## config.mk

```make
export PLATFORM = sky130hd
export DESIGN_NAME = dominant_color_classifier_top
export DESIGN_NICKNAME = d
export VERILOG_FILES = /design/src/hdl/dcc_pkg.sv /design/src/hdl/dominant_color_classifier_top.sv /design/src/hdl/dcc_match.sv /design/src/hdl/dcc_counters.sv /design/src/hdl/dcc_select.sv
export SDC_FILE = /design/constraint.sdc
export NUM_CORES = 1
export LEC_CHECK = 0
export ABC_AREA = 0
export BUFFER_PORTS_ARGS = -buffer_cell sky130_fd_sc_hd__buf_2
export CORE_UTILIZATION = 50
export CTS_BUF_LIST = sky130_fd_sc_hd__clkbuf_4
export CTS_CLUSTER_DIAMETER = 100
export DETAILED_ROUTE_END_ITERATION = 7
export PLACE_DENSITY = 0.76
export SETUP_SLACK_MARGIN = 0.2
export SLEW_MARGIN = 20
export SYNTH_ARGS = -nofsm -noshare
export SYNTH_HDL_FRONTEND = slang
export SYNTH_SLANG_ARGS = --single-unit
```

## constraint.sdc

```tcl
create_clock -name clk -period 7.15 [get_ports clk]
set_input_delay 0.3575 -clock clk [delete_from_list [all_inputs] [get_ports clk]]
set_output_delay 0.3575 -clock clk [all_outputs]
set_load 0.05 [all_outputs]
```

## src/hdl/dcc_pkg.sv

```systemverilog
// shared types, class codes and colors for the dominant color classifier
`timescale 1ns / 1ps

package dcc_pkg;

  localparam int CHAN_W         = 8;
  localparam int NUM_CLASSES    = 6;
  localparam int CLASS_W        = 3;
  localparam int RGB_W          = 24;
  localparam int COUNT_BITS_DEF = 16;

  localparam logic [CLASS_W-1:0] CLS_RED     = 3'd0;
  localparam logic [CLASS_W-1:0] CLS_GREEN   = 3'd1;
  localparam logic [CLASS_W-1:0] CLS_BLUE    = 3'd2;
  localparam logic [CLASS_W-1:0] CLS_YELLOW  = 3'd3;
  localparam logic [CLASS_W-1:0] CLS_MAGENTA = 3'd4;
  localparam logic [CLASS_W-1:0] CLS_CYAN    = 3'd5;
  localparam logic [CLASS_W-1:0] CLS_NONE    = 3'd6;

  localparam logic [CHAN_W-1:0] CHAN_FULL = 8'hFF;
  localparam logic [CHAN_W-1:0] CHAN_ZERO = 8'h00;

  typedef struct packed {
    logic [CHAN_W-1:0] red;
    logic [CHAN_W-1:0] green;
    logic [CHAN_W-1:0] blue;
    logic [CHAN_W-1:0] alpha;
    logic              last_pixel;
  } pix_t;

  typedef struct packed {
    logic [CLASS_W-1:0] class_code;
    logic [RGB_W-1:0]   dominant_rgb;
  } res_t;

  typedef struct packed {
    logic update;
    logic close;
    logic snap_take;
  } cnt_ctrl_t;

  function automatic logic [RGB_W-1:0] class_rgb(input logic [CLASS_W-1:0] code);
    logic [RGB_W-1:0] rgb;
    unique case (code)
      CLS_RED:     rgb = 24'hFF0000;
      CLS_GREEN:   rgb = 24'h00FF00;
      CLS_BLUE:    rgb = 24'h0000FF;
      CLS_YELLOW:  rgb = 24'hFFFF00;
      CLS_MAGENTA: rgb = 24'hFF00FF;
      CLS_CYAN:    rgb = 24'h00FFFF;
      default:     rgb = '0;
    endcase
    return rgb;
  endfunction

endpackage

```

## src/hdl/dominant_color_classifier_top.sv

```systemverilog
// top level of the dominant color classifier
`timescale 1ns / 1ps

// pixels arrive on the in_ channel as requests (valid/ready), one per cycle when
// in_ready is high, each with red, green, blue, alpha and a last_pixel flag
// alpha zero or the magenta key pixel is not counted
// cfg_ writes set the 8-bit intensity threshold; write only while idle
// each counted pixel bumps any of six saturating hue counters
// on the last pixel the out_ channel delivers one request: the class code
// of the largest count (lowest code on a tie, none when all zero) and its color
// after the last pixel is accepted, the result passes through the input register,
//   the counter update and snapshot, and the selection into the result register
// throughput: one pixel per cycle while in_ready is high, set by the counter update
// a result waiting for out_ready does not block pixels; only a second
//   last pixel stalls in_ready while both snapshot and result are occupied
// reset clears counters, pipeline valids and the threshold (to zero)
module dominant_color_classifier_top #(
  parameter int COUNT_BITS = dcc_pkg::COUNT_BITS_DEF
) (
  input  logic                          clk,
  input  logic                          rst_n,
  input  logic                          in_valid,
  output logic                          in_ready,
  input  dcc_pkg::pix_t                 in_data,
  output logic                          out_valid,
  input  logic                          out_ready,
  output dcc_pkg::res_t                 out_data,
  input  logic                          cfg_valid,
  output logic                          cfg_ready,
  input  logic [dcc_pkg::CHAN_W-1:0]    cfg_data
);
  import dcc_pkg::*;

  pix_t                                   pix_r;
  logic                                   pix_valid_r;
  logic [CHAN_W-1:0]                      thresh_r;
  logic [NUM_CLASSES-1:0]                 hits;
  logic                                   snap_valid;
  logic [NUM_CLASSES-1:0][COUNT_BITS-1:0] snap_counts;
  logic                                   out_free;
  logic                                   snap_free;
  logic                                   pix_proc;
  cnt_ctrl_t                              ctrl;

  assign out_free  = !out_valid || out_ready;
  assign snap_free = !snap_valid || out_free;
  assign pix_proc  = pix_valid_r && (!pix_r.last_pixel || snap_free);
  assign in_ready  = !pix_valid_r || pix_proc;
  assign cfg_ready = 1'b1;

  assign ctrl.update    = pix_proc;
  assign ctrl.close     = pix_proc && pix_r.last_pixel;
  assign ctrl.snap_take = snap_valid && out_free;

  always_ff @(posedge clk) begin
    if (!rst_n) begin
      pix_valid_r <= 1'b0;
      thresh_r    <= '0;
    end else begin
      if (in_ready) begin
        pix_valid_r <= in_valid;
      end
      if (cfg_valid) begin
        thresh_r <= cfg_data;
      end
    end
  end

  always_ff @(posedge clk) begin
    if (in_valid && in_ready) begin
      pix_r <= in_data;
    end
  end

  dcc_match u_match (
    .pix    (pix_r),
    .thresh (thresh_r),
    .hits   (hits)
  );

  dcc_counters #(.COUNT_BITS(COUNT_BITS)) u_counters (
    .clk         (clk),
    .rst_n       (rst_n),
    .ctrl        (ctrl),
    .hits        (hits),
    .snap_valid  (snap_valid),
    .snap_counts (snap_counts)
  );

  dcc_select #(.COUNT_BITS(COUNT_BITS)) u_select (
    .clk       (clk),
    .rst_n     (rst_n),
    .load      (ctrl.snap_take),
    .counts    (snap_counts),
    .out_ready (out_ready),
    .out_valid (out_valid),
    .out_res   (out_data)
  );

endmodule

```

## src/hdl/dcc_match.sv

```systemverilog
// hue class match flags for one registered pixel
`timescale 1ns / 1ps

module dcc_match (
  input  dcc_pkg::pix_t                    pix,
  input  logic [dcc_pkg::CHAN_W-1:0]       thresh,
  output logic [dcc_pkg::NUM_CLASSES-1:0]  hits
);
  import dcc_pkg::*;

  logic [CHAN_W:0] d_rg, d_rb, d_gr, d_gb, d_bg, d_br;
  logic            l_rg, l_rb, l_gr, l_gb, l_bg, l_br;
  logic            keyed;
  logic            skip;

  function automatic logic leads(input logic [CHAN_W:0] d, input logic [CHAN_W-1:0] t);
    return !d[CHAN_W] && (d[CHAN_W-1:0] != '0) && (d[CHAN_W-1:0] >= t);
  endfunction

  assign d_rg = {1'b0, pix.red}   - {1'b0, pix.green};
  assign d_rb = {1'b0, pix.red}   - {1'b0, pix.blue};
  assign d_gr = {1'b0, pix.green} - {1'b0, pix.red};
  assign d_gb = {1'b0, pix.green} - {1'b0, pix.blue};
  assign d_bg = {1'b0, pix.blue}  - {1'b0, pix.green};
  assign d_br = {1'b0, pix.blue}  - {1'b0, pix.red};

  assign l_rg = leads(d_rg, thresh);
  assign l_rb = leads(d_rb, thresh);
  assign l_gr = leads(d_gr, thresh);
  assign l_gb = leads(d_gb, thresh);
  assign l_bg = leads(d_bg, thresh);
  assign l_br = leads(d_br, thresh);

  assign keyed = (pix.red == CHAN_FULL) && (pix.green == CHAN_ZERO) && (pix.blue == CHAN_FULL);
  assign skip  = keyed || (pix.alpha == CHAN_ZERO);

  always_comb begin
    hits = '0;
    if (!skip) begin
      hits[CLS_RED]     = l_rg && l_rb;
      hits[CLS_GREEN]   = l_gr && l_gb;
      hits[CLS_BLUE]    = l_bg && l_br;
      hits[CLS_YELLOW]  = l_rb && l_gb;
      hits[CLS_MAGENTA] = l_rg && l_bg;
      hits[CLS_CYAN]    = l_gr && l_br;
    end
  end

endmodule

```

## src/hdl/dcc_counters.sv

```systemverilog
// saturating class counters and the end-of-image count snapshot
`timescale 1ns / 1ps

module dcc_counters #(
  parameter int COUNT_BITS = dcc_pkg::COUNT_BITS_DEF
) (
  input  logic                                               clk,
  input  logic                                               rst_n,
  input  dcc_pkg::cnt_ctrl_t                                 ctrl,
  input  logic [dcc_pkg::NUM_CLASSES-1:0]                    hits,
  output logic                                               snap_valid,
  output logic [dcc_pkg::NUM_CLASSES-1:0][COUNT_BITS-1:0]    snap_counts
);
  import dcc_pkg::*;

  logic [NUM_CLASSES-1:0][COUNT_BITS-1:0] counts_r, counts_nxt;
  logic [NUM_CLASSES-1:0][COUNT_BITS-1:0] snap_r;
  logic                                   snap_valid_r;

  // saturating increment of each matched class
  always_comb begin
    for (int k = 0; k < NUM_CLASSES; k++) begin
      if (hits[k] && (counts_r[k] != '1)) begin
        counts_nxt[k] = counts_r[k] + 1'b1;
      end else begin
        counts_nxt[k] = counts_r[k];
      end
    end
  end

  always_ff @(posedge clk) begin
    if (!rst_n) begin
      counts_r     <= '0;
      snap_valid_r <= 1'b0;
    end else begin
      if (ctrl.close) begin
        counts_r <= '0;
      end else if (ctrl.update) begin
        counts_r <= counts_nxt;
      end
      if (ctrl.close) begin
        snap_valid_r <= 1'b1;
      end else if (ctrl.snap_take) begin
        snap_valid_r <= 1'b0;
      end
    end
  end

  always_ff @(posedge clk) begin
    if (ctrl.close) begin
      snap_r <= counts_nxt;
    end
  end

  assign snap_valid  = snap_valid_r;
  assign snap_counts = snap_r;

  a_clear_after_close: assert property (@(posedge clk) disable iff (!rst_n)
    ctrl.close |=> counts_r == '0)
    else $error("counters not cleared after last pixel");

  a_no_snap_overwrite: assert property (@(posedge clk) disable iff (!rst_n)
    (snap_valid_r && !ctrl.snap_take) |-> !ctrl.close)
    else $error("pending snapshot overwritten");

  a_count_monotonic: assert property (@(posedge clk) disable iff (!rst_n)
    (ctrl.update && !ctrl.close) |=> counts_r[0] >= $past(counts_r[0]))
    else $error("red counter decreased within an image");

endmodule

```

## src/hdl/dcc_select.sv

```systemverilog
// dominant class selection and result register
`timescale 1ns / 1ps

module dcc_select #(
  parameter int COUNT_BITS = dcc_pkg::COUNT_BITS_DEF
) (
  input  logic                                             clk,
  input  logic                                             rst_n,
  input  logic                                             load,
  input  logic [dcc_pkg::NUM_CLASSES-1:0][COUNT_BITS-1:0]  counts,
  input  logic                                             out_ready,
  output logic                                             out_valid,
  output dcc_pkg::res_t                                    out_res
);
  import dcc_pkg::*;

  logic [COUNT_BITS-1:0] c01, c23, c45, c03, cbest;
  logic [CLASS_W-1:0]    i01, i23, i45, i03, ibest;
  logic [CLASS_W-1:0]    code;
  logic                  out_valid_r;
  res_t                  res_r;

  // pairwise tree, the later class wins only on a strictly larger count
  always_comb begin
    if (counts[1] > counts[0]) begin
      c01 = counts[1]; i01 = CLS_GREEN;
    end else begin
      c01 = counts[0]; i01 = CLS_RED;
    end
    if (counts[3] > counts[2]) begin
      c23 = counts[3]; i23 = CLS_YELLOW;
    end else begin
      c23 = counts[2]; i23 = CLS_BLUE;
    end
    if (counts[5] > counts[4]) begin
      c45 = counts[5]; i45 = CLS_CYAN;
    end else begin
      c45 = counts[4]; i45 = CLS_MAGENTA;
    end
    if (c23 > c01) begin
      c03 = c23; i03 = i23;
    end else begin
      c03 = c01; i03 = i01;
    end
    if (c45 > c03) begin
      cbest = c45; ibest = i45;
    end else begin
      cbest = c03; ibest = i03;
    end
    code = (cbest == '0) ? CLS_NONE : ibest;
  end

  always_ff @(posedge clk) begin
    if (!rst_n) begin
      out_valid_r <= 1'b0;
    end else if (load) begin
      out_valid_r <= 1'b1;
    end else if (out_ready) begin
      out_valid_r <= 1'b0;
    end
  end

  always_ff @(posedge clk) begin
    if (load) begin
      res_r.class_code   <= code;
      res_r.dominant_rgb <= class_rgb(code);
    end
  end

  assign out_valid = out_valid_r;
  assign out_res   = res_r;

  a_none_is_black: assert property (@(posedge clk) disable iff (!rst_n)
    (out_valid_r && res_r.class_code == CLS_NONE) |-> res_r.dominant_rgb == '0)
    else $error("no-class result carries a color");

endmodule
```

---- Word level (Yosys, flattened, before mapping) ----
Index checks and enable logic that the tools add are counted.
operators by class
  $lt $le $gt $ge ......................... 11
  multiplexer cells ....................... 23
  add/sub/neg operators ................... 12
  shift-type cells ........................ 0
  div/mod/pow operators ................... 0
  bitwise gates (word level) .............. 1
  equal/unequal tests ..................... 13
  reductions and logical operators ........ 58
  multipliers ............................. 0
operators with widths
  cell                                                 number
  2-to-1 mux 16 bit                                    11
  one-hot mux 24 bit (6 select lines)                  1
  adder 16 x 1 -> 16 bit, second input constant        6
  inequality test 16 bit, second input constant        6
  > comparator 16 bit                                  5
  subtractor 8 x 8 -> 9 bit                            6
  >= comparator 8 bit                                  6
  nonzero test 8 bit                                   6
  logical AND 1 bit                                    30
  equality test 8 bit, second input constant           2
  zero test 16 bit                                     1
  zero test 8 bit                                      2
  zero test 1 bit                                      10
  2-to-1 mux 1 bit                                     7
  equality test 3 x 2 -> 1 bit, second input constant  2
  equality test 3 bit, second input constant           2
  2-to-1 mux 3 bit                                     2
  2-to-1 mux 6 bit                                     1
  logical OR 1 bit                                     5
  nonzero test 2 bit                                   2
  equality test 3 x 1 -> 1 bit, second input constant  1
  zero test 3 bit                                      1
  2-to-1 mux 2 bit                                     1
  OR reduction 2 bit                                   1
  NOT 1 bit                                            1
word-level totals
  output and inout bits ................... 30
  logic and storage cells ................. 141
  memories kept ........................... 0
  bits of input ports ..................... 46
  flip-flop bits (word level) ............. 263
  RAM bits ................................ 0
  memory bits (read-only) ................. 0
  bits in latches ......................... 0

---- Longest topological paths before layout ----
Gate-level depths: netlist of the first run.
  word-level depth ........................ 10
  gate-level depth with buffers ........... 31
  depth with buffers taken out ............ 27

---- Cells and area by module ----
A second synthesis of the first run with hierarchy kept.
second synthesis, totals
  cells, all modules ...................... 1986
  area, all modules ....................... 18043.6 um2
modules (own cells, without submodules)
  module                         area an instance (um2)  times used  cells each  seq. area each (um2)
  dcc_counters                   9623.0                  1           969         4824.6
  dcc_select                     3515.9                  1           490         200.2
  dcc_match                      3514.6                  1           455         0.0
  dominant_color_classifier_top  1390.1                  1           72          1171.1

---- Worst setup path after synthesis of the first run ----
No wires, ideal clock.
  kind .................................... register -> register
  start ................................... reg u_counters.snap_r, in the netlist u_counters.snap_counts[60]
  end ..................................... reg u_select.res_r, in the netlist u_select.out_res[25] (data pin)
  library setup time ...................... 0.259 ns
  buffers on the path ..................... 4
  stages on the path, launching flop included .. 29
  arrival time ............................ 5.430 ns
  period minus slack after synthesis ...... 5.689 ns
  slack ................................... 1.461 ns
  required time ........................... 6.891 ns
  path through ............................ edfxtp_1 > ha_1 > nand4_1 > nor3_1 > mux2i_1 > o21ai_0 > nand2_1 > clkbuf_1 > buf_1 > nand2_1 > o21ai_0 > ha_1 > a211oi_1 > o21ai_0 > o221ai_1 > a31o_2 > clkbuf_1 > clkbuf_1 > o21ai_0 > ha_1 > nor2b_1 > o21ai_0 > nand2b_1 > a21oi_1 > o21ai_0 > a31oi_1 > o31ai_1 > nand2_1 > o31a_1
on the way
  word-level cells in the longest chain between the ends .. 8
  elaborated cells on any way between the ends .. 10
  classes of those cells .................. 3 x order compare; 6 x mux; 1 x reduce/logical
ends and longest elaborated chain
  item                    RTL line            text
  start, declared         dcc_counters.sv:17  logic [NUM_CLASSES-1:0][COUNT_BITS-1:0] snap_r;
  start signal, assigned  dcc_counters.sv:51  snap_r <= counts_nxt;
  > comparator 16 bit     dcc_select.sv:30    if (counts[3] > counts[2]) begin
  2-to-1 mux 16 bit *     dcc_select.sv:30
  > comparator 16 bit     dcc_select.sv:40    if (c23 > c01) begin
  2-to-1 mux 16 bit       dcc_select.sv:40
  > comparator 16 bit     dcc_select.sv:45    if (c45 > c03) begin
  2-to-1 mux 16 bit       dcc_select.sv:45
  zero test 16 bit        dcc_select.sv:50    code = (cbest == '0) ? CLS_NONE : ibest;
  2-to-1 mux 3 bit *      dcc_select.sv:50
  net u_select.code[1]    dcc_select.sv:19    logic [CLASS_W-1:0] code;
  end, declared           dcc_select.sv:21    res_t res_r;
Mark *: on every way through the listed nets, which the timed path passes. The rest lies on a longest branch.
A chain may end at the register's enable or synchronous reset.

---- Worst setup path after layout of the first run ----
  start ................................... reg u_counters.snap_r, in the netlist u_counters.snap_counts[27]
  end ..................................... reg u_select.res_r, in the netlist u_select.out_res[25] (data pin)
on the way
  word-level cells in the longest chain between the ends .. 8
  elaborated cells on any way between the ends .. 10
  classes of those cells .................. 3 x order compare; 6 x mux; 1 x reduce/logical
ends and longest elaborated chain
  item                  RTL line          text
  > comparator 16 bit   dcc_select.sv:25  if (counts[1] > counts[0]) begin
  2-to-1 mux 16 bit *   dcc_select.sv:25
  > comparator 16 bit   dcc_select.sv:40
  2-to-1 mux 16 bit     dcc_select.sv:40
  > comparator 16 bit   dcc_select.sv:45
  2-to-1 mux 16 bit     dcc_select.sv:45
  zero test 16 bit      dcc_select.sv:50
  2-to-1 mux 3 bit *    dcc_select.sv:50
  net u_select.code[1]  dcc_select.sv:19
Marked as above.

==> impl_metrics.ini, run 1 <==
[timing]
maxSlewViolCount = 0
setup_tns_ns = 0
period_minus_slack_ns = 6.56
setup_ws_ns = 0.586
fin_worst_skew_ns = 0.0741
fmax_ghz = 0.152
setup_viol = 0
maxSlewHeadroom_pct = 31.4
min_period_over_period_pct = 91.8
tightestPinTransition_ns = 1.02
rsz0062_at_grt = no
timing.hold.ws_ns = 0.302
hold_viol_final = 0

[synth]
netlist.top_cell.by_area = edfxtp_1
synth_simple_gate_area_share_pct = 20.4
synthXorXnorAreaFrac_pct = 7.80
synth_top_cells_by_area = edfxtp_1 (24%), ha_1 (13%), dfxtp_1 (12%)
ys_seq_area_share_pct = 36.0
synthesis.nets = 2120
ys_types = 74
synth_area_um2 = 17200
synth_top_area_share_pct = 23.6
synth_edf_count = 135
synth.avg_cell_area_um2 = 9.10
synthFlopType = edfxtp_1
synthAdderAreaFrac_pct = 13.7
async_reset_ff_share_pct = 0
ys_ff_latch = 242
synthCells = 1889
synthMuxAreaShare_pct = 3.33
synth_warnings = 0
synth_top_family_by_area = simple AND/OR/NAND/NOR gates
synth-compound-area-share_pct = 13.1

[cts]
path_clk_slew_ns = 0.08
cts_tree = yes
clock_latency_ns = 0.76
htreeDepth = 3
cts_root_buf = clkbuf_4
cts-buffers-inserted = 67
clock_path_buffers = 3
clock_sinks = 242

[routing]
drcViolationCount = 0
drt-total-wl_um = 43600
first_iter_violations = 1023
wl_per_cell_um = 17.4
drtPass1Iterations = 5
ant_nets = 0
route.vias.total = 14500
viasPerCell = 5.79

[placement]
hpwl_um = 31800
preCtsSetupSlack_ns = 0.458
gp_congestion = 0.979
io_buffers = 74
placed_cells = 2329

[grt]
track_usage_pct = 24.9
grt_max_degree = 61
grt_antenna_before_repair = 3
grt_pass1_wl_um = 70400
grt_overflow_total = 0
grt_pass1_vias = 14100

[die]
die_area_um2 = 35100
core_area_um2 = 33700
die_w_um = 187
start_util_pct = 51.0
row_count = 67
chipHeight_um = 187
io_pins = 76

[outcome]
outcome = finished, final reports clean

[setup_path]
worstReg2RegStart = u_counters.snap_counts[27]$_DFFE_PP_
crit_arrival_ns = 7.02
end_kind = flop
cp_max_fo = 32
cp-start-kind = flop
cp-startpoint = u_counters.snap_counts[27]$_DFFE_PP_
worstSetupPathType = reg2reg
required_ns = 7.60

[finish]
multiInputGateArea_um2 = 10100
fin_nets = 2240
fin_cells = 2511
seqCellArea_um2 = 6200
area_growth_syn_to_layout_pct = 12.8
fill_cells = 2915
final_layout_size_suffix_gt1_share_pct = 12.8

[power]
p_leak_nw = 8.04
vdd_drop_max_mv = 0.152
cellPowerDensity_nw_per_um2 = 200
finalPower_w = 0.00388

[min_path]
worstHoldStart = in_data[0]
min_path_type = in2reg

[flow_run]
cap_violations = 0
## metrics by stage
step	utilization, %	instance area [um^2]
finish	57.5	19400
global route	57.5	19400
CTS	57.5	19400
detailed placement	52.7	17800
global placement	52.7	17800
floorplan	-	17200
## routing by layer
layer / up-vias / global-route usage [%] / routed length, um
li1: 7079 / - / -
met5: - / 0 / 27
met2: 481 / 43.6 / 21200
met4: 4 / 12.9 / 1910
met1: 6828 / 28.9 / 18100
met3: 135 / 4.52 / 2320
## worst paths after layout
kind	endpoint	slack [ns]	depth (start not counted)
min	pix_r[0]$_DFFE_PP_	0.30	2
max	u_select.out_res[25]$_DFFE_PP_	0.59	19
min reg2reg	u_counters.counts_r[9]$_SDFFE_PP0P_	0.48	2
max reg2reg	u_select.out_res[25]$_DFFE_PP_	0.59	19
## power breakdown
part / total, W / switching (W) / internal [W] / leakage [nW]
registers: 0.00152 / 0.0000284 / 0.00150 / 2.31
clock network: 0.00151 / 0.000628 / 0.000882 / 0.590
logic: 0.000849 / 0.000527 / 0.000323 / 5.14
total: 0.00388 / 0.00118 / 0.00270 / 8.04
## cell usage in the layout, fill, tap and decap left out, types with 34 or more instances in the layout
master / instances
ha_1: 179
nand2_1: 148
nor2_1: 143
edfxtp_1: 135
inv_1: 125
xnor2_1: 112
dfxtp_1: 107
a21oi_1: 105
clkbuf_4: 97
buf_2: 74
o21ai_0: 70
nand3_1: 68
nor3_1: 64
dlygate4sd3_1: 59
nand4_1: 46
xor2_1: 41
nor4_1: 41
and3_1: 36
a21o_1: 34
## cell families (layout without fill, tap and decap cells)
| group | Yosys count | in the layout |
|---|---|---|
| buffers and inverters | 224 | 397 |
| and+or+nand+nor | 685 | 685 |
| DFF | 242 | 242 |
| xor gates and xnor gates | 153 | 153 |
| other | 1 | 2 |
| muxes | 54 | 54 |
| AOI/OAI and AO/OA | 345 | 345 |
| adders and majority gates | 185 | 185 |
## Yosys cell counts (6+ instances only)
library cell	n
dfxtp_1	107
o21ai_0	71
xnor2_1	112
inv_1	126
and2_1	14
buf_2	12
nand2b_1	22
a21oi_1	105
nor4b_1	7
a31o_2	19
or4_1	11
a211oi_1	13
o21bai_1	6
ha_1	179
nor2b_1	24
xor2_1	41
nor4_1	41
and4_1	6
edfxtp_1	135
nand2_1	149
or3_1	22
buf_4	23
a21o_1	34
o31ai_1	8
o211ai_1	10
fa_1	6
nor3_1	64
and3_1	36
nand3_1	68
o21a_1	18
nand4_1	46
nor3b_1	10
mux2i_1	29
a211o_1	11
mux2_2	24
clkbuf_1	56
nor2_1	144
## repair_timing
action                                  4_1_cts  5_1_grt
gates resized for setup                       0        1
hold buffers                                 59        0
buffers inserted                              0        0
hold endpoints to repair                     44        0
endpoints found under the setup margin        0        5
## worst max-delay path: stages (launching register included)
cell and delay, ns:
edfxtp_1 0.44, ha_1 0.33, a211oi_1 0.28, nor2_1 0.07, a2111oi_0 0.71, o22ai_4 0.42, a21oi_1 0.41, ha_1 0.33
a211oi_1 0.24, o21ai_0 0.11, o221ai_1 0.24, a31o_2 0.51, mux2i_1 0.42, inv_1 0.09, ha_1 0.31, nand4_1 0.09
or2_2 0.31, o31ai_2 0.59, nand2_1 0.23, o31a_1 0.16
## final cells by class
cell class	instances	share of cell area [%]
timing repair buffer	149	5.57
tap	448	2.89
antenna	1	0.0129
inverter	126	2.45
multi-input combinational	1423	51.9
clock buffer	97	3.76
sequential	242	32.0
clock inverter	25	1.49
## sequential cells by signal, indices dropped and copies added (netlist names)
signal and cells:
u_counters.counts_r 96, u_select.out_valid 1, u_counters.snap_counts 96, thresh_r 8
u_select.out_res 6, pix_valid_r 1, u_counters.snap_valid 1, pix_r 33
No activity file was read; power rests on OpenSTA's default activity.
==> run 2, diff against run 1 <==
--- a/config.mk
+++ b/config.mk
@@ -11,6 +11,7 @@
 export CTS_BUF_LIST = sky130_fd_sc_hd__clkbuf_4
 export CTS_CLUSTER_DIAMETER = 100
 export DETAILED_ROUTE_END_ITERATION = 7
+export MAX_ROUTING_LAYER = met4
 export PLACE_DENSITY = 0.76
 export SETUP_SLACK_MARGIN = 0.2
 export SLEW_MARGIN = 20
==> run 2 against run 1 <==
Die area unchanged; first-iteration DRC count decreased by 2.9%; highest routed layer is now met4; worst hold slack improved by 0.039 ns; power decreased by 4.1%; wire length decreased by 0.27%; via count decreased by 1.1%; design area decreased by 0.70%; global-route usage increased by 0.45 points; clock skew decreased by 0.045 ns.
==> impl_metrics.ini, run 2 (synthesized netlist as in run 1, its figures left out) <==
[placement]
placed_cells = 2329
hpwl_um = 31800
io_buffers = 74
gp_congestion = 0.988

[grt]
grt_pass1_vias = 13800
grt_pass1_wl_um = 69500
grt_overflow_total = 0
track_usage_pct = 25.3
grt_max_degree = 61
grt_antenna_before_repair = 1

[setup_path]
regToRegSetupSlack_ns = 0.85
end_kind = flop
r2r-end = u_select.out_res[25]$_DFFE_PP_
setup.worst_path.end = u_select.out_res[25]$_DFFE_PP_
cp_max_fo = 32
crit_arrival_ns = 6.78
cp-startpoint = u_counters.snap_counts[27]$_DFFE_PP_
cp-start-kind = flop
worstSetupPathType = reg2reg
required_ns = 7.62
ff2ff_path_depth = 21
worstReg2RegStart = u_counters.snap_counts[27]$_DFFE_PP_

[routing]
ant_nets = 0
route.vias.total = 14400
first_iter_violations = 993
drcViolationCount = 0
wl_per_cell_um = 17.3
drt-total-wl_um = 43500
drtPass1Iterations = 5
viasPerCell = 5.72

[power]
vdd_drop_max_mv = 0.124
cellPowerDensity_nw_per_um2 = 193
finalPower_w = 0.00372
p_leak_nw = 7.99

[finish]
area_growth_syn_to_layout_pct = 12.0
final_cell_mix = ha_1 (179), nand2_1 (148), nor2_1 (143), edfxtp_1 (135), inv_1 (125)
final_layout_size_suffix_gt1_share_pct = 12.9
final_common_cell = ha_1
fin_cells = 2510
fin_nets = 2237
finish.utilization_pct = 57.1

[cts]
clock_latency_ns = 0.73
cts_tree = yes
path_clk_slew_ns = 0.07
clock_path_buffers = 3
post_cts_buffers = 0
clock_sinks = 242
cts-buffers-inserted = 69
cts_root_buf = clkbuf_4
htreeDepth = 3

[die]
start_util_pct = 51.0
die_w_um = 187
core_area_um2 = 33700
io_pins = 76
chipHeight_um = 187
row_count = 67
die_area_um2 = 35100

[outcome]
outcome = finished, final reports clean

[timing]
period_minus_slack_ns = 6.30
min_period_over_period_pct = 88.2
hold_viol_final = 0
setup_viol = 0
maxSlewHeadroom_pct = 32.7
timing.hold.ws_ns = 0.341
setup_tns_ns = 0
maxSlewViolCount = 0
rsz0062_at_grt = no
fmax_ghz = 0.159
fin_worst_skew_ns = 0.0292
tightestPinTransition_ns = 1.01

[flow_run]
cap_violations = 0

[min_path]
min_path_type = in2reg
[run 2: cell count changes in the layout (fill, tap and decap cells not counted)]
| cell | previous run | this run |
|---|---|---|
| a2111oi_0 | 5 | 4 |
| a2111oi_1 | 0 | 1 |
| bufinv_16 | 7 | 2 |
| clkbuf_4 | 97 | 107 |
| clkinv_1 | 11 | 13 |
| clkinv_2 | 6 | 4 |
| clkinv_4 | 1 | 0 |
| dlygate4sd3_1 | 59 | 54 |
[run 2: per-layer routing]
| layer | vias to the layer above | share of wire [%] | GRT usage (%) |
|---|---|---|---|
| met5 | - | 0 | - |
| met4 | 0 | 3.3 | 11.5 |
| met3 | 102 | 5.2 | 4.07 |
| met2 | 460 | 49 | 42.8 |
| met1 | 6735 | 43 | 29.5 |
| li1 | 7069 | - | - |
[run 2: layout make-up]
cell class	instances	area, um^2
diodes	1	2.50
clock buffers	107	803
clock inverters	19	128
fillers	2900	14400
inverters	126	474
multi-input cells	1423	10100
flip-flops and latches	242	6200
well taps	448	561
repair buffers	144	1030
[run 2: worst min path at each step]
stage / endpoint / cells after the start / slack (ns) / from
after floorplan: pix_r[0]$_DFFE_PP_ / 0 / 0.46 / in_data[0]
after global placement: u_counters.counts_r[9]$_SDFFE_PP0P_ / 2 / 0.47 / u_counters.counts_r[9]$_SDFFE_PP0P_
after detailed placement: u_counters.counts_r[9]$_SDFFE_PP0P_ / 2 / 0.48 / u_counters.counts_r[9]$_SDFFE_PP0P_
after CTS: pix_r[32]$_DFFE_PP_ / 2 / 0.27 / in_data[32]
after global routing: pix_r[32]$_DFFE_PP_ / 2 / 0.29 / in_data[32]
final: pix_r[25]$_DFFE_PP_ / 2 / 0.34 / in_data[25]
[run 2: power by group]
| group | switching (W) | total, W | internal, W |
|---|---|---|---|
| sequential | 0.0000282 | 0.00152 | 0.00150 |
| combinational | 0.000522 | 0.000842 | 0.000319 |
| clock | 0.000606 | 0.00136 | 0.000753 |
| total | 0.00116 | 0.00372 | 0.00257 |
[run 2: repair_timing]
action / in CTS / in global routing
hold buffers: 54 / 0
hold endpoints to repair: 44 / 0
gates resized for setup: 0 / 2
setup endpoints to repair: 0 / 5
[run 2: critical path, cell delays in order, from the launching register on]
cell	delay [ns]
edfxtp_1	0.43
ha_1	0.31
a211oi_1	0.25
nor2_1	0.08
a2111oi_1	0.62
o22ai_4	0.40
mux2_2	0.41
inv_1	0.06
ha_1	0.23
a21o_1	0.18
a21oi_1	0.13
nor2b_1	0.06
o221ai_1	0.21
a31o_2	0.52
mux2i_1	0.37
inv_1	0.08
ha_1	0.29
nand4_1	0.10
or2_2	0.32
o31ai_2	0.59
nand2_1	0.22
o31a_1	0.16
[run 2: metrics by stage]
| step | instance area (um^2) | worst slack [ns] |
|---|---|---|
| finish | 19300 | 0.845 |
| detailed placement | 17800 | 0.496 |
| global route | 19300 | 0.360 |
| floorplan | 17200 | 1.46 |
| CTS | 19200 | 0.472 |
| global placement | 17800 | 0.698 |
==> run 3, diff against run 2 <==
==> constraint.sdc (replaced) <==
create_clock -name clk -period 5.91 [get_ports clk]
set_input_delay 0.2955 -clock clk [delete_from_list [all_inputs] [get_ports clk]]
set_output_delay 0.2955 -clock clk [all_outputs]
set_load 0.05 [all_outputs]
==> run 3 against run 2 <==
Final cell count increased by 0.88%; first-iteration DRC count is 5.2% lower; clock skew rose by 0.026 ns; register-to-register slack got worse by 0.41 ns; flip-flop and latch count stayed put; wire length increased by 3.4%; design area up 1.1%; sequential power rose by 21%; worst setup slack lost 0.41 ns; power rose by 21%; via count increased by 1.0%; critical path depth up 4.
==> impl_metrics.ini, run 3 (synthesized netlist as in run 1, its figures left out) <==
[timing]
period_minus_slack_ns = 5.48
fin_worst_skew_ns = 0.0556
rsz0062_at_grt = no
setup_viol = 0
hold_viol_final = 0
tightestPinTransition_ns = 1.01
maxSlewViolCount = 0
setup_tns_ns = 0
min_period_over_period_pct = 92.7
fmax_ghz = 0.183
maxSlewHeadroom_pct = 32.4

[flow_run]
cap_violations = 0

[routing]
route.vias.total = 14500
ant_nets = 0
first_iter_violations = 941
drt-total-wl_um = 45000
wl_per_cell_um = 17.8
drcViolationCount = 0
viasPerCell = 5.73
drtPass1Iterations = 5

[die]
die_w_um = 187
start_util_pct = 51.0
core_area_um2 = 33700
die_area_um2 = 35100
io_pins = 76
chipHeight_um = 187
row_count = 67

[cts]
path_clk_slew_ns = 0.06
cts_tree = yes
clock_path_buffers = 3
clock_sinks = 242
cts_root_buf = clkbuf_4
htreeDepth = 3
clock_latency_ns = 0.75
cts-buffers-inserted = 70

[power]
p_leak_nw = 8.08
cellPowerDensity_nw_per_um2 = 232
vdd_drop_max_mv = 0.207

[grt]
grt_pass1_vias = 14000
met1_usage_pct = 30.8
grt_max_degree = 70
grt_overflow_total = 0
track_usage_pct = 26.0
gr-usage-met2_pct = 43.7
grt-busiest-layer = met2
grt_antenna_before_repair = 1
grt_pass1_wl_um = 71300
use_met3_pct = 4.15

[setup_path]
crit_family = compound AO/OA/AOI/OAI gates
end_kind = flop
cp_max_fo = 7
worst_path_max_delay_cell = edfxtp_1
cp-start-kind = flop
crit_arrival_ns = 5.95
required_ns = 6.38
worstSetupPathType = reg2reg
path_buf_inv = 2
cpPeakStageDelay_ns = 0.42

[finish]
final_layout_size_suffix_gt1_share_pct = 14.3
area_growth_syn_to_layout_pct = 13.3
seqCellArea_um2 = 6200
fill_cells = 2920
multiInputGateArea_um2 = 10100
final_common_cell = ha_1
finish.utilization_pct = 57.8
fin_nets = 2258
final_cell_mix = ha_1 (177), nand2_1 (147), nor2_1 (141), edfxtp_1 (135), inv_1 (125)

[outcome]
outcome = finished, final reports clean

[min_path]
min_path_type = in2reg

[placement]
io_buffers = 74
hpwl_um = 32800
gp_congestion = 1.03
==> run 3: cell count changes in the layout (fill, tap and decap cells not counted), sizes merged <==
cell         before  now
clkbuf          107  103
clkinvlp          0    2
dlygate4sd3      54   55
clkinv           17   19
bufinv            2    1
inv             126  129
buf              90  109
==> run 3: final cells by class <==
cell class,instances,area share (%)
antenna,1,0.0129
clock buffer,103,3.97
clock inverter,25,0.662
inverter,126,2.44
multi-input combinational,1423,52.1
sequential,242,31.8
tap,448,2.88
timing repair buffer,164,6.08
==> run 3: per-layer routing <==
metal	vias to the layer above	share of wire [%]
li1	7110	-
met4	0	3.3
met5	-	0
met3	91	5.0
met1	6895	43
met2	420	49
==> run 3: per-stage QoR <==
step	setup WS, ns	hold slack (ns)	power, W	instance area, um^2	std cells
after floorplan	0.221	0.394	0.00261	17200	1889
after global placement	0.310	0.467	0.00286	17900	2341
after detailed placement	0.189	0.474	0.00289	17900	2341
after CTS	0.269	0.204	0.00453	19300	2526
after global routing	0.162	0.233	0.00476	19500	2532
final	0.431	0.258	0.00452	19500	2532
==> run 3: repair_timing <==
item,4_1_cts,5_1_grt
hold buffers,55,0
endpoints found under the hold margin,44,0
pin swaps,1,7
resized for setup,0,24
setup endpoints to repair,4,6
setup buffers,2,5
==> run 3: report_power, final <==
part           internal (W)  switching (W)
Combinational      0.000407       0.000666
Clock              0.000845       0.000759
Sequential          0.00181      0.0000348
Total               0.00306        0.00146
==> run 3: worst reg2reg max path, stage by stage, from the launching register on <==
cell,delay [ns]
edfxtp_1,0.42
ha_1,0.34
nand4_1,0.20
nor2_2,0.18
a211oi_2,0.07
a211o_1,0.33
nand2_2,0.16
mux2_2,0.40
ha_1,0.32
a21o_1,0.18
a21oi_1,0.16
nor2b_1,0.09
o221ai_2,0.19
a31o_2,0.22
mux2i_2,0.23
inv_1,0.09
ha_1,0.31
a21o_1,0.17
a21o_1,0.17
a21oi_1,0.13
o21ai_0,0.10
nand3_1,0.09
a22o_1,0.14
o31ai_2,0.10
buf_4,0.18
o31a_1,0.28
==> run 3: final timing paths <==
path / startpoint / end / slack, ns / cells after the start
worst max register to register: u_counters.snap_counts[60]$_DFFE_PP_ / u_select.out_res[25]$_DFFE_PP_ / 0.43 / 25
worst min register to register: u_counters.counts_r[1]$_SDFFE_PP0P_ / u_counters.counts_r[1]$_SDFFE_PP0P_ / 0.49 / 2
worst min-delay path: in_data[16] / pix_r[16]$_DFFE_PP_ / 0.26 / 2
worst max-delay path: u_counters.snap_counts[60]$_DFFE_PP_ / u_select.out_res[25]$_DFFE_PP_ / 0.43 / 25
